`config.mk`:
```
export PLATFORM = sky130hd
export DESIGN_NAME = min_square_sum_count_top
export DESIGN_NICKNAME = d
export VERILOG_FILES = /design/src/rtl/mssc_pkg.sv /design/src/rtl/min_square_sum_count_top.sv /design/src/rtl/mssc_dpath.sv /design/src/rtl/mssc_ctrl.sv
export SDC_FILE = /design/constraint.sdc
export NUM_CORES = 1
export LEC_CHECK = 0
export ABC_AREA = 1
export ABC_CLOCK_PERIOD_IN_PS = 3860
export BUFFER_PORTS_ARGS = -buffer_cell sky130_fd_sc_hd__buf_4
export CELL_PAD_IN_SITES_DETAIL_PLACEMENT = 1
export CELL_PAD_IN_SITES_GLOBAL_PLACEMENT = 2
export CORE_ASPECT_RATIO = 1.4
export CORE_MARGIN = 2
export CORE_UTILIZATION = 25
export CTS_CLUSTER_DIAMETER = 60
export DETAILED_ROUTE_END_ITERATION = 8
export PLACE_DENSITY = 0.71
export SLEW_MARGIN = 30
export SYNTH_ARGS = -nofsm -noshare
export SYNTH_HDL_FRONTEND = slang
export SYNTH_HIERARCHICAL = 1
export SYNTH_SLANG_ARGS = --single-unit
```
`constraint.sdc`:
```
create_clock -name clk -period 3.86 [get_ports clk]
set_input_delay 0.193 -clock clk [delete_from_list [all_inputs] [get_ports clk]]
set_output_delay 0.193 -clock clk [all_outputs]
set_load 0.02 [all_outputs]
```
`src/rtl/mssc_pkg.sv`:
```
// Shared types and result codes for the minimum square sum count block.
package mssc_pkg;

	localparam int COUNT_BITS = 3;

	localparam logic [COUNT_BITS-1:0] COUNT_ZERO  = 3'd0;
	localparam logic [COUNT_BITS-1:0] COUNT_ONE   = 3'd1;
	localparam logic [COUNT_BITS-1:0] COUNT_TWO   = 3'd2;
	localparam logic [COUNT_BITS-1:0] COUNT_THREE = 3'd3;
	localparam logic [COUNT_BITS-1:0] COUNT_FOUR  = 3'd4;

	typedef struct packed {
		logic load;
		logic sqrt_step;
		logic pair_init;
		logic pair_step;
		logic strip_step;
	} cmd_t;

	typedef struct packed {
		logic zero;
		logic sqrt_done;
		logic is_sq;
		logic pair_over;
		logic pair_found;
		logic strip_done;
		logic form7;
	} sts_t;

endpackage

```
`src/rtl/min_square_sum_count_top.sv`:
```
// Top level of the minimum square sum count block.
//
//  channel  signals                        beat
//  input    in_valid / in_stall / value    one unsigned integer
//  output   out_valid / out_stall          square_count, 0 to 4
//
// One beat at a time: a load, a digit-serial square root and a branch pick, then the
// two-pointer pair search when the value is neither zero nor a square, then the
// factor-of-four strip when no pair is found, and last the hand-over of the result.
// Reset clears the controller and the result valid flag at once.
// A new beat is taken while the previous result waits under out_stall.
module min_square_sum_count_top #(
	parameter int VALUE_BITS = 16
) (
	input  logic                            clk,
	input  logic                            arst_n,
	input  logic                            in_valid,
	output logic                            in_stall,
	input  logic [VALUE_BITS-1:0]           value,
	output logic                            out_valid,
	input  logic                            out_stall,
	output logic [mssc_pkg::COUNT_BITS-1:0] square_count
);

	mssc_pkg::cmd_t cmd;
	mssc_pkg::sts_t sts;

	mssc_ctrl u_ctrl (
		.clk          (clk),
		.arst_n       (arst_n),
		.in_valid     (in_valid),
		.in_stall     (in_stall),
		.out_valid    (out_valid),
		.out_stall    (out_stall),
		.square_count (square_count),
		.cmd          (cmd),
		.sts          (sts)
	);

	mssc_dpath #(
		.VALUE_BITS (VALUE_BITS)
	) u_dpath (
		.clk   (clk),
		.value (value),
		.cmd   (cmd),
		.sts   (sts)
	);

endmodule

```
`src/rtl/mssc_dpath.sv`:
```
// Datapath: digit-serial square root, two-pointer pair search and factor-of-four strip.
module mssc_dpath #(
	parameter int VALUE_BITS = 16
) (
	input  logic                  clk,
	input  logic [VALUE_BITS-1:0] value,
	input  mssc_pkg::cmd_t        cmd,
	output mssc_pkg::sts_t        sts
);

	localparam int HALF = (VALUE_BITS + 1) / 2;
	localparam int RW   = 2 * HALF;
	localparam int SW   = RW + 1;
	localparam int AW   = HALF + 1;

	logic [RW-1:0]         n_q;
	logic [RW-1:0]         rem_q;
	logic [RW-1:0]         root_q;
	logic [RW-1:0]         bit_q;
	logic [AW-1:0]         a_q;
	logic [AW-1:0]         b_q;
	logic [SW-1:0]         a2_q;
	logic [SW-1:0]         b2_q;
	logic [VALUE_BITS-1:0] m_q;

	logic [RW:0]   trial;
	logic          take;
	logic [SW:0]   sum;
	logic [SW:0]   n_ext;
	logic          over;

	assign trial = {1'b0, root_q} + {1'b0, bit_q};
	assign take  = {1'b0, rem_q} >= trial;
	assign sum   = {1'b0, a2_q} + {1'b0, b2_q};
	assign n_ext = {2'b00, n_q};
	assign over  = a_q > b_q;

	always_ff @(posedge clk) begin
		if (cmd.load) begin
			n_q    <= RW'(value);
			rem_q  <= RW'(value);
			root_q <= '0;
			bit_q  <= RW'(1) << (RW - 2);
			m_q    <= value;
		end else begin
			if (cmd.sqrt_step) begin
				if (take) begin
					rem_q  <= rem_q - trial[RW-1:0];
					root_q <= (root_q >> 1) + bit_q;
				end else begin
					root_q <= root_q >> 1;
				end
				bit_q <= bit_q >> 2;
			end
			if (cmd.strip_step) begin
				m_q <= m_q >> 2;
			end
		end
		if (cmd.pair_init) begin
			a_q  <= AW'(1);
			a2_q <= SW'(1);
			b_q  <= {1'b0, root_q[HALF-1:0]};
			b2_q <= {1'b0, n_q - rem_q};
		end else if (cmd.pair_step) begin
			if (sum < n_ext) begin
				a2_q <= a2_q + SW'({a_q, 1'b1});
				a_q  <= a_q + AW'(1);
			end else begin
				b2_q <= b2_q - SW'({b_q, 1'b0}) + SW'(1);
				b_q  <= b_q - AW'(1);
			end
		end
	end

	always_comb begin
		sts.zero       = n_q == '0;
		sts.sqrt_done  = bit_q == '0;
		sts.is_sq      = rem_q == '0;
		sts.pair_over  = over;
		sts.pair_found = !over && (sum == n_ext);
		sts.strip_done = m_q[1:0] != 2'b00;
		sts.form7      = m_q[2:0] == 3'b111;
	end

endmodule

```
`src/rtl/mssc_ctrl.sv`:
```
// Controller: sequences root, pair search and strip, and holds the result beat.
module mssc_ctrl (
	input  logic                                clk,
	input  logic                                arst_n,
	input  logic                                in_valid,
	output logic                                in_stall,
	output logic                                out_valid,
	input  logic                                out_stall,
	output logic [mssc_pkg::COUNT_BITS-1:0]     square_count,
	output mssc_pkg::cmd_t                      cmd,
	input  mssc_pkg::sts_t                      sts
);

	localparam logic [2:0] ST_IDLE  = 3'd0;
	localparam logic [2:0] ST_SQRT  = 3'd1;
	localparam logic [2:0] ST_PAIR  = 3'd2;
	localparam logic [2:0] ST_STRIP = 3'd3;
	localparam logic [2:0] ST_FIN   = 3'd4;

	logic [2:0]                            state_q;
	logic [2:0]                            state_d;
	logic [mssc_pkg::COUNT_BITS-1:0]       result_q;
	logic [mssc_pkg::COUNT_BITS-1:0]       result_d;
	logic                                  out_valid_q;
	logic [mssc_pkg::COUNT_BITS-1:0]       square_count_q;
	logic                                  out_free;
	logic                                  emit;

	assign in_stall     = state_q != ST_IDLE;
	assign out_valid    = out_valid_q;
	assign square_count = square_count_q;
	assign out_free     = !out_valid_q || !out_stall;
	assign emit         = (state_q == ST_FIN) && out_free;

	always_comb begin
		state_d        = state_q;
		result_d       = result_q;
		cmd.load       = 1'b0;
		cmd.sqrt_step  = 1'b0;
		cmd.pair_init  = 1'b0;
		cmd.pair_step  = 1'b0;
		cmd.strip_step = 1'b0;
		case (state_q)
			ST_IDLE: begin
				if (in_valid) begin
					cmd.load = 1'b1;
					state_d  = ST_SQRT;
				end
			end
			ST_SQRT: begin
				if (!sts.sqrt_done) begin
					cmd.sqrt_step = 1'b1;
				end else if (sts.zero) begin
					result_d = mssc_pkg::COUNT_ZERO;
					state_d  = ST_FIN;
				end else if (sts.is_sq) begin
					result_d = mssc_pkg::COUNT_ONE;
					state_d  = ST_FIN;
				end else begin
					cmd.pair_init = 1'b1;
					state_d       = ST_PAIR;
				end
			end
			ST_PAIR: begin
				if (sts.pair_found) begin
					result_d = mssc_pkg::COUNT_TWO;
					state_d  = ST_FIN;
				end else if (sts.pair_over) begin
					state_d = ST_STRIP;
				end else begin
					cmd.pair_step = 1'b1;
				end
			end
			ST_STRIP: begin
				if (sts.strip_done) begin
					result_d = sts.form7 ? mssc_pkg::COUNT_FOUR : mssc_pkg::COUNT_THREE;
					state_d  = ST_FIN;
				end else begin
					cmd.strip_step = 1'b1;
				end
			end
			ST_FIN: begin
				if (out_free) begin
					state_d = ST_IDLE;
				end
			end
			default: begin
				state_d = ST_IDLE;
			end
		endcase
	end

	always_ff @(posedge clk or negedge arst_n) begin
		if (!arst_n) begin
			state_q     <= ST_IDLE;
			out_valid_q <= 1'b0;
		end else begin
			state_q <= state_d;
			if (emit) begin
				out_valid_q <= 1'b1;
			end else if (!out_stall) begin
				out_valid_q <= 1'b0;
			end
		end
	end

	always_ff @(posedge clk) begin
		result_q <= result_d;
		if (emit) begin
			square_count_q <= result_q;
		end
	end

	a_cmd_onehot: assert property (@(posedge clk) disable iff (!arst_n)
		$onehot0({cmd.load, cmd.sqrt_step, cmd.pair_init, cmd.pair_step, cmd.strip_step}))
		else $error("more than one datapath command in a cycle");

	a_load_sqrt: assert property (@(posedge clk) disable iff (!arst_n)
		in_valid && !in_stall |=> state_q == ST_SQRT)
		else $error("accepted beat did not start the root");

	a_found_fin: assert property (@(posedge clk) disable iff (!arst_n)
		state_q == ST_PAIR && sts.pair_found
		|=> state_q == ST_FIN && result_q == mssc_pkg::COUNT_TWO)
		else $error("pair found but no two-square result");

	a_count_range: assert property (@(posedge clk) disable iff (!arst_n)
		out_valid_q |-> square_count_q <= mssc_pkg::COUNT_FOUR)
		else $error("result beat out of range");

endmodule

```
==> results of run 1 <==
==> path summary, 6_finish.rpt <==
kind,end,slack (ns),cells after the start
min,u_ctrl/out_valid$_DFFE_PN0P_,0.08,2
max,u_dpath/b2_q[6]$_DFFE_PP_,0.26,21
max in group asynchronous,u_ctrl/state_q[0]$_DFFE_PN0P_,3.67,2
min reg2reg,u_ctrl/square_count[1]$_DFFE_PP_,0.44,0
min in group clk,u_dpath/root_q[10]$_SDFFE_PP0P_,0.23,4
max reg2reg,u_dpath/b2_q[6]$_DFFE_PP_,0.26,21
==> kinds of logic (layout without fill, tap and decap cells) <==
| group | Yosys count | after routing | share of synthesized area (%) |
|---|---|---|---|
| AND/OR/NAND/NOR | 683 | 684 | 25.9 |
| AO/OA/AOI/OAI | 283 | 283 | 14.0 |
| buffers and inverters | 256 | 340 | 8.84 |
| flip-flops | 134 | 134 | 30.8 |
| adder cells (fa/ha/maj) | 131 | 131 | 14.8 |
| XOR/XNOR | 71 | 71 | 5.50 |
| multiplexers | 1 | 1 | 0.0886 |
==> what timing repair did <==
action | in CTS | in global routing
hold buffers | 18 | 0
endpoints found under the setup margin | 38 | 56
gates cloned | 0 | 1
hold endpoints to repair | 21 | 0
pin swaps | 1 | 5
buffers inserted | 2 | 4
resized for setup | 2 | 18
==> layout by cell type (no fill, tap or decap), types with 5 or more instances in the layout <==
| cell type | count |
|---|---|
| buf_4 | 66 |
| nand3_1 | 100 |
| o21ai_0 | 92 |
| a31oi_1 | 11 |
| nand2_1 | 372 |
| clkbuf_1 | 6 |
| xnor2_1 | 22 |
| nor2_1 | 119 |
| a21o_1 | 10 |
| edfxtp_1 | 78 |
| a21oi_2 | 6 |
| o21a_1 | 5 |
| clkbuf_16 | 19 |
| a21oi_1 | 120 |
| inv_1 | 220 |
| nor4_1 | 5 |
| o21bai_1 | 10 |
| nand2_2 | 10 |
| nand3b_1 | 5 |
| dlygate4sd3_1 | 18 |
| nand4_1 | 38 |
| dfxtp_1 | 52 |
| xor2_1 | 48 |
| nor3_1 | 16 |
| ha_1 | 124 |
==> metrics by stage <==
step / hold WS [ns] / instances / util, %
final: 0.0828 / 2208 / 29.5
after global routing: 0.0953 / 2208 / 29.5
after CTS: 0.0529 / 2203 / 29.3
after detailed placement: -0.00610 / 2151 / 27.6
after global placement: -0.00663 / 2150 / 27.6
after floorplan: -0.103 / 1559 / -
==> power groups by stage <==
stage / Clock (mW) / Sequential (mW) / Combinational (mW)
6_report: 1.55 / 2.80 / 8.60
4_1_cts: 1.59 / 2.80 / 8.58
2_1_floorplan: 0 / 2.64 / 5.96
3_5_place_dp: 0 / 2.83 / 8.50
5_1_grt: 1.64 / 2.87 / 9.82
3_3_place_gp: 0 / 2.82 / 8.32
==> metal layers <==
layer	share of wire (%)	global-route usage [%]
met1	41	18.4
met2	56	32.9
met3	1.0	1.75
met4	2.1	5.58
met5	0	0
==> layout make-up <==
cell class / count / area share [%]
Sequential cell: 134 / 26.3
Clock buffer: 25 / 3.77
Tap cell: 564 / 5.34
Inverter: 221 / 6.29
Timing Repair Buffer: 87 / 5.62
Clock inverter: 7 / 0.312
Multi-Input combinational cell: 1170 / 52.3
==> state kept, by name (all words and copies together) (netlist names) <==
name and flops:
u_ctrl/out_valid 1, u_ctrl/result_q 3, u_ctrl/square_count 3, u_ctrl/state_q 3, u_dpath/a2_q 17, u_dpath/a_q 9, u_dpath/b2_q 17, u_dpath/b_q 9
u_dpath/bit_q 8, u_dpath/m_q 16, u_dpath/n_q 16, u_dpath/rem_q 16, u_dpath/root_q 16
==> worst register-to-register path, stage by stage (launching register included) <==
cell	delay [ns]
edfxtp_1	0.39
ha_1	0.23
fa_2	0.36
nand3_1	0.09
nand2_1	0.08
nand2_1	0.09
nand2_2	0.10
a21oi_2	0.19
o21ai_2	0.09
a21oi_2	0.14
xor2_1	0.08
ha_1	0.27
nand2_1	0.07
nor4_2	0.26
nand4_1	0.13
nor2_1	0.16
nor2_1	0.07
nand2_2	0.10
inv_4	0.07
nand2_2	0.09
nand2_2	0.06
buf_12	0.18
==> results.json, run 1 <==
{
  "ys_top_cells_by_count": "nand2_1, inv_1, ha_1",
  "seqPwrFrac_pct": 21.6,
  "relSlewSlack_pct": 47.9,
  "clock_sinks": 134,
  "setup_tns_ns": 0,
  "synth_cells": 1559,
  "setup_viol": 0,
  "wl_per_cell_um": 17.4,
  "worst-path-buf-inv": 2,
  "place_area_um2": 12400,
  "core_area_um2": 44800,
  "dp_hpwl_mm": 31.0,
  "dieWidth_um": 184,
  "vias": 10500,
  "drive_above_1_share_pct": 8.33,
  "power.share.clock_pct": 12.0,
  "antenna_found_initial": 0,
  "start_util_pct": 25.2,
  "track_usage_pct": 16.8,
  "ys_seq_elements": 134,
  "cpMostUsedCell": "nand2_2",
  "grt.overflow.total": 0,
  "p_total_mw": 13.0,
  "outcome": "completed",
  "path_delay_family": "simple AND/OR/NAND/NOR gates",
  "cp-end-kind": "register",
  "fillers": 5543,
  "crit_path_cell_trace": "ha_1, fa_2, nand3_1, nand2_1, nand2_1, nand2_2, a21oi_2, o21ai_2, a21oi_2, xor2_1, ha_1, nand2_1, nor4_2, nand4_1, nor2_1, nor2_1, nand2_2, inv_4, nand2_2, nand2_2, buf_12",
  "io_buffers": 24,
  "peakVddDrop_uv": 745,
  "worstMarginPinSlew_ns": 0.776,
  "synth_seq_area_share_pct": 30.8,
  "grt_first_pass_wirelength_mm": 61.0,
  "ant_nets": 0,
  "power_frac_comb_pct": 66.4,
  "syn_avg_cell_area_um2": 7.25,
  "drc": 0,
  "synth_nets": 1710,
  "regArea_um2": 3480,
  "crit_path_start": "u_dpath/b2_q[0]$_DFFE_PP_",
  "ys_async_sr_fraction_pct": 2.99,
  "insertion_delay_ns": 0.45,
  "place_ws_ns": -0.00825,
  "slew_violations": 0,
  "wirelength_mm": 38.4,
  "dr.pass1.iters": 4,
  "synth-main-ff-cell": "edfxtp_1",
  "critical_path_class": "reg2reg",
  "setup_slack_ns": 0.259,
  "grt_pass1_vias": 11300,
  "path_clk_slew_ns": 0.06,
  "intPower_mw": 6.30,
  "dieHeight_um": 256,
  "avgViaCountPerCell": 4.77,
  "multi_input_area_um2": 6920,
  "power.density_nw_per_um2": 980,
  "yosysWarnings": 6,
  "syn_area_um2": 11300,
  "cts_buffers": 17,
  "stdcell_area_um2": 13200,
  "die_area_um2": 46900,
  "min_path_type": "in2async",
  "ios": 25,
  "slowest_stage": "edfxtp_1",
  "diodes": 0,
  "cts_tree": "done",
  "nNetsFinal": 1782,
  "fmax_mhz": 278,
  "critPathMaxStageDelay_ns": 0.39,
  "drt_iter0_markers": 515,
  "arrival_ns": 3.80,
  "worstPathMaxFanout": 24,
  "root_buffer": "clkbuf_16",
  "ys_types": 51,
  "synthTopCellsByArea": "edfxtp_1, ha_1, nand2_1",
  "routabilityCongestion": 0.866,
  "synth_edf_count": 78,
  "finalCritPeriodShare_pct": 93.3,
  "hold_viol_final": 0,
  "leakage_nw": 6.35,
  "row_count": 92,
  "critPathRequiredTime_ns": 4.06,
  "htreeDepth": 4,
  "grt_max_degree": 49,
  "cts_max_path_buffers": 2,
  "yosysTopAreaCell": "edfxtp_1",
  "area_growth_pct": 17.0,
  "critPathLaunchType": "register",
  "netSwitchingPower_mw": 6.65,
  "finalClockSkew_ns": 0.0113,
  "drv_cap": 0,
  "synth_most_common_cell": "nand2_1",
  "swShare_pct": 51.4,
  "synth_top_area_share_pct": 20.7,
  "reg2reg_from": "u_dpath/b2_q[0]$_DFFE_PP_",
  "min_period_ns": 3.60
}
Power figures use the tool's default switching activity.
==> run 2: changes to the inputs <==
BUFFER_PORTS_ARGS = not set   (was -buffer_cell sky130_fd_sc_hd__buf_4)
DONT_BUFFER_PORTS = 1   (was not set)
PLACE_DENSITY = 0.7   (was 0.71)
SETUP_SLACK_MARGIN = 0.02   (was not set)
==> results.json, run 2 (synthesized netlist as in run 1, its figures left out) <==
{
  "fillers": 5444,
  "power_frac_comb_pct": 66.4,
  "antenna_found_initial": 0,
  "dieHeight_um": 256,
  "cts_max_path_buffers": 2,
  "grt_pass1_vias": 11400,
  "clock_sinks": 134,
  "wirelength_mm": 39.0,
  "wl_per_cell_um": 17.8,
  "critPathLaunchType": "register",
  "finalClockSkew_ns": 0.00661,
  "peakVddDrop_uv": 577,
  "critPathRequiredTime_ns": 4.17,
  "leakage_nw": 6.28,
  "core_area_um2": 44800,
  "crit_path_start": "u_dpath/bit_q[0]$_SDFFE_PP0P_",
  "intPower_mw": 6.35,
  "netSwitchingPower_mw": 6.87,
  "reg_top3": "u_dpath/a2_q x17, u_dpath/b2_q x17",
  "regArea_um2": 3480,
  "insertion_delay_ns": 0.45,
  "path_clk_slew_ns": 0.07,
  "final_cell_mix": "nand2_1, inv_1, a21oi_1, ha_1, nor2_1",
  "drc": 0,
  "track_usage_pct": 17.2,
  "drive_above_1_share_pct": 8.30,
  "ant_nets": 0,
  "die_area_um2": 46900,
  "drv_cap": 0,
  "cp-end-kind": "register",
  "power.share.clock_pct": 12.5,
  "reg2reg_from": "u_dpath/bit_q[0]$_SDFFE_PP0P_",
  "final_common_cell": "nand2_1",
  "avgViaCountPerCell": 4.82,
  "drt_iter0_markers": 358,
  "diodes": 0,
  "fmax_mhz": 275,
  "multi_input_area_um2": 6970,
  "outcome": "completed",
  "ios": 25,
  "dp_hpwl_mm": 31.6,
  "worstPathMaxFanout": 15,
  "min_period_ns": 3.64,
  "hold_viol_final": 0,
  "swShare_pct": 51.9,
  "area_growth_pct": 16.6,
  "cts_tree": "done",
  "grt.overflow.total": 0,
  "place_area_um2": 12300,
  "cts_buffers": 17,
  "min_path_type": "in2async",
  "hold_slack_ns": 0.0199,
  "power.density_nw_per_um2": 1000,
  "critical_path_class": "reg2reg",
  "dieWidth_um": 184,
  "seqPwrFrac_pct": 21.2,
  "grt_max_degree": 50,
  "start_util_pct": 25.2,
  "nNetsFinal": 1765,
  "arrival_ns": 3.95,
  "finalCritPeriodShare_pct": 94.3,
  "worstMarginPinSlew_ns": 0.847,
  "slew_violations": 0,
  "vias": 10600,
  "grt_first_pass_wirelength_mm": 61.9,
  "routabilityCongestion": 0.837,
  "htreeDepth": 4,
  "root_buffer": "clkbuf_16",
  "row_count": 92,
  "relSlewSlack_pct": 43.5,
  "setup_viol": 0,
  "dr.pass1.iters": 4,
  "stdcell_area_um2": 13200,
  "io_buffers": 0
}
-- run 2: critical path: stages (launching register included) --
cell and delay (ns):
dfxtp_1 0.39, ha_1 0.21, ha_1 0.20, nand2_1 0.08, a21oi_2 0.21, nand2_1 0.11, nand2_2 0.13, a22oi_1 0.14
o21ai_0 0.26, xor2_1 0.36, ha_1 0.35, a21o_1 0.22, nand2_1 0.06, nand3b_1 0.13, nand2_2 0.11, buf_4 0.24
nand3_1 0.12, nand3_1 0.10, a21oi_1 0.06
-- run 2: final timing paths --
| path | endpoint | slack [ns] | cells past startpoint |
|---|---|---|---|
| worst min register to register | u_ctrl/square_count[2]$_DFFE_PP_ | 0.42 | 0 |
| worst max register to register | u_dpath/root_q[14]$_SDFFE_PP0P_ | 0.22 | 18 |
| min in group clk | u_dpath/rem_q[7]$_DFFE_PP_ | 0.03 | 2 |
| worst max-delay path | u_dpath/root_q[14]$_SDFFE_PP0P_ | 0.22 | 18 |
| max in group asynchronous | u_ctrl/state_q[0]$_DFFE_PN0P_ | 3.65 | 1 |
| worst min-delay path | u_ctrl/out_valid$_DFFE_PN0P_ | 0.02 | 1 |
-- run 2: power groups by stage --
stage	Clock (mW)	Combinational, mW	Sequential [mW]
after floorplan	0	5.96	2.64
after global placement	0	8.44	2.81
after detailed placement	0	8.59	2.82
after CTS	1.69	8.67	2.79
after global routing	1.74	10.0	2.86
final	1.65	8.77	2.80
-- run 2: repair_timing --
action,CTS,global route
endpoints found under the setup margin,20,75
endpoints found under the hold margin,32,0
hold buffers,18,0
pin swaps,0,7
buffers inserted,0,3
gates resized for setup,1,27
-- run 2: layout make-up --
type	count	area share, %
clock buffer	17	3.23
clock inverter	15	1.13
inverter	221	6.30
multi-input combinational	1169	52.9
sequential	134	26.4
tap	564	5.36
timing repair buffer	71	4.61
-- run 2: layer usage --
metal | share of wire (%) | global-route usage, %
met5 | 0 | 0
met4 | 4.7 | 8.22
met3 | 1.9 | 2.15
met2 | 55 | 33.4
met1 | 39 | 17.9
-- run 2: per-stage QoR --
stage                     TNS (ns)  util [%]  cells  total power, mW  setup WS [ns]
after floorplan                  0         -   1559             8.60         0.0487
after global placement           0      27.4   2138             11.2         0.0894
after detailed placement         0      27.4   2138             11.4         0.0364
after CTS                        0      29.0   2188             13.2         0.0495
after global routing       -0.0890      29.4   2191             14.6        -0.0232
final                            0      29.4   2191             13.2          0.219
==> run 3: changes to the inputs <==
ABC_CLOCK_PERIOD_IN_PS = 3100   (was 3860)
CORE_MARGIN = 10   (was 2)
PLACE_DENSITY = 0.67   (was 0.7)
clock period = 3.1 ns   (was 3.86 ns; I/O delays follow)
==> results.json, run 3 (synthesized netlist as in run 1, its figures left out) <==
{
  "dp_hpwl_mm": 33.3,
  "fillers": 5443,
  "worstMarginPinSlew_ns": 0.865,
  "relSlewSlack_pct": 42.2,
  "hold_slack_ns": 0.0313,
  "grt_pass1_vias": 12500,
  "min_from": "value[7]",
  "nNetsFinal": 1928,
  "vias": 11400,
  "critPathMaxStageDelay_ns": 0.42,
  "cts_buffers": 17,
  "min_path_type": "in2reg",
  "area_growth_pct": 40.2,
  "routabilityCongestion": 0.850,
  "arrival_ns": 3.58,
  "critPathRequiredTime_ns": 3.26,
  "final_cell_mix": "nand2_1, inv_1, buf_4",
  "cp-end-kind": "register",
  "min_period_ns": 3.42,
  "critPathLaunchType": "register",
  "grt.overflow.total": 0,
  "dr.pass1.iters": 5,
  "final_cells": 2354,
  "clock_sinks": 134,
  "grt_first_pass_wirelength_mm": 67.8,
  "placed_cells": 2272,
  "critical_path_class": "reg2reg",
  "finalClockSkew_ns": 0.0142,
  "core_area_um2": 44900,
  "drive_above_1_share_pct": 26.7,
  "crit_path_cell_trace": "ha_1, buf_4, a21oi_2, nand2_2, nand2_2, nand2_4, a21oi_4, o21ai_4, xor2_2, ha_1, nand2_2, nor4_2, nand4_1, nor2_2, buf_4, inv_2, nand2_2, nand3b_1, nor2_4",
  "hold_viol_final": 0,
  "diodes": 0,
  "final_common_cell": "nand2_1",
  "htreeDepth": 4,
  "track_usage_pct": 16.2,
  "root_buffer": "clkbuf_16",
  "reg2reg_setup_slack_ns": -0.32,
  "drc": 0,
  "fmax_mhz": 293,
  "insertion_delay_ns": 0.46,
  "wl_per_cell_um": 18.6,
  "drv_cap": 0,
  "cts_tree": "done",
  "ios": 25,
  "violations": "negative setup slack",
  "worstPathMaxFanout": 3,
  "slew_violations": 0,
  "ant_nets": 0,
  "avgViaCountPerCell": 4.84,
  "finalCritPeriodShare_pct": 110,
  "setup_viol": 91,
  "reg2reg_from": "u_dpath/b2_q[3]$_DFFE_PP_",
  "regToRegEndpoint": "u_ctrl/result_q[1]$_DFFE_PP_",
  "die_area_um2": 54200,
  "cpMostUsedCell": "nand2_2",
  "start_util_pct": 25.2,
  "hold_depth": 2,
  "setup_slack_ns": -0.318,
  "slowest_stage": "edfxtp_1",
  "dieWidth_um": 200,
  "rsz0062_at_grt": "yes",
  "path_clk_slew_ns": 0.07,
  "cts_max_path_buffers": 2,
  "final_util_pct": 35.3,
  "wirelength_mm": 43.8,
  "timing.reg2reg.worst_path_depth": 19,
  "grt_max_degree": 50,
  "antenna_found_initial": 0,
  "row_count": 92,
  "reg_top3": "u_dpath/a2_q x17, u_dpath/b2_q x17",
  "dieHeight_um": 272,
  "io_buffers": 0,
  "drt_iter0_markers": 400,
  "outcome": "complete, but fails checks",
  "whs_endpoint": "u_dpath/m_q[7]$_DFFE_PP_"
}
==> run 3: worst max-delay path by stage <==
| stage | to | slack, ns | start | cells after the start |
|---|---|---|---|---|
| global placement | u_dpath/a_q[1]$_SDFFE_PP0P_ | -0.41 | u_dpath/b2_q[2]$_DFFE_PP_ | 24 |
| finish | u_ctrl/result_q[1]$_DFFE_PP_ | -0.32 | u_dpath/b2_q[3]$_DFFE_PP_ | 19 |
| detailed placement | u_dpath/a2_q[14]$_SDFFE_PP0P_ | -0.55 | u_dpath/b2_q[2]$_DFFE_PP_ | 23 |
| CTS | u_dpath/a_q[8]$_SDFFE_PP0P_ | -0.34 | u_dpath/b2_q[0]$_DFFE_PP_ | 21 |
| global route | u_dpath/a_q[8]$_SDFFE_PP0P_ | -0.55 | u_dpath/b2_q[0]$_DFFE_PP_ | 21 |
| floorplan | u_dpath/a2_q[6]$_SDFFE_PP0P_ | -0.17 | u_dpath/b2_q[0]$_DFFE_PP_ | 24 |
==> run 3: layout make-up <==
cell class              instances  area [um^2]  share of cell area (%)
inverters                     221          845                    5.33
multi-input cells            1174         8210                    51.9
clock buffers                  17          425                    2.69
well taps                     564          706                    4.46
flip-flops and latches        134         3500                    22.1
repair buffers                229         2000                    12.6
clock inverters                15          150                   0.948
==> run 3: layer usage <==
metal  GRT usage (%)  wire length, um  up-vias
met2            31.7            24600      127
met5               0                0        -
met4            7.19             1850        0
met1            16.4            16600     5538
met3            2.12              834       69
li1                -                -     5665
==> run 3: what timing repair did <==
action,CTS,global route
endpoints found under the hold margin,36,0
pin swaps,91,73
resized for setup,192,123
cloned,8,0
hold buffers,19,0
buffers inserted,18,11
setup endpoints to repair,95,99
==> run 3: worst max-delay path: cells and delay by family, from the launching register on <==
kind | cells | cell delay, ns
AND/OR/NAND/NOR | 10 | 1.17
adder cells (fa/ha/maj) | 2 | 0.61
flip-flops | 1 | 0.42
AO/OA/AOI/OAI | 3 | 0.41
buffers and inverters | 3 | 0.32
XOR/XNOR | 1 | 0.20
==> run 3: through the flow <==
| step | instance area (um^2) | TNS [ns] | setup slack (ns) |
|---|---|---|---|
| floorplan | 11400 | -8.21 | -0.174 |
| global placement | 13300 | -27.62 | -0.410 |
| detailed placement | 13300 | -37.44 | -0.545 |
| CTS | 15200 | -18.19 | -0.344 |
| global route | 15800 | -33.26 | -0.551 |
| finish | 15800 | -17.95 | -0.318 |
Power of run 3 is left out: the tool's default activity adds up to more than one toggle a clock period on the data nets, which glitch-free logic cannot reach.
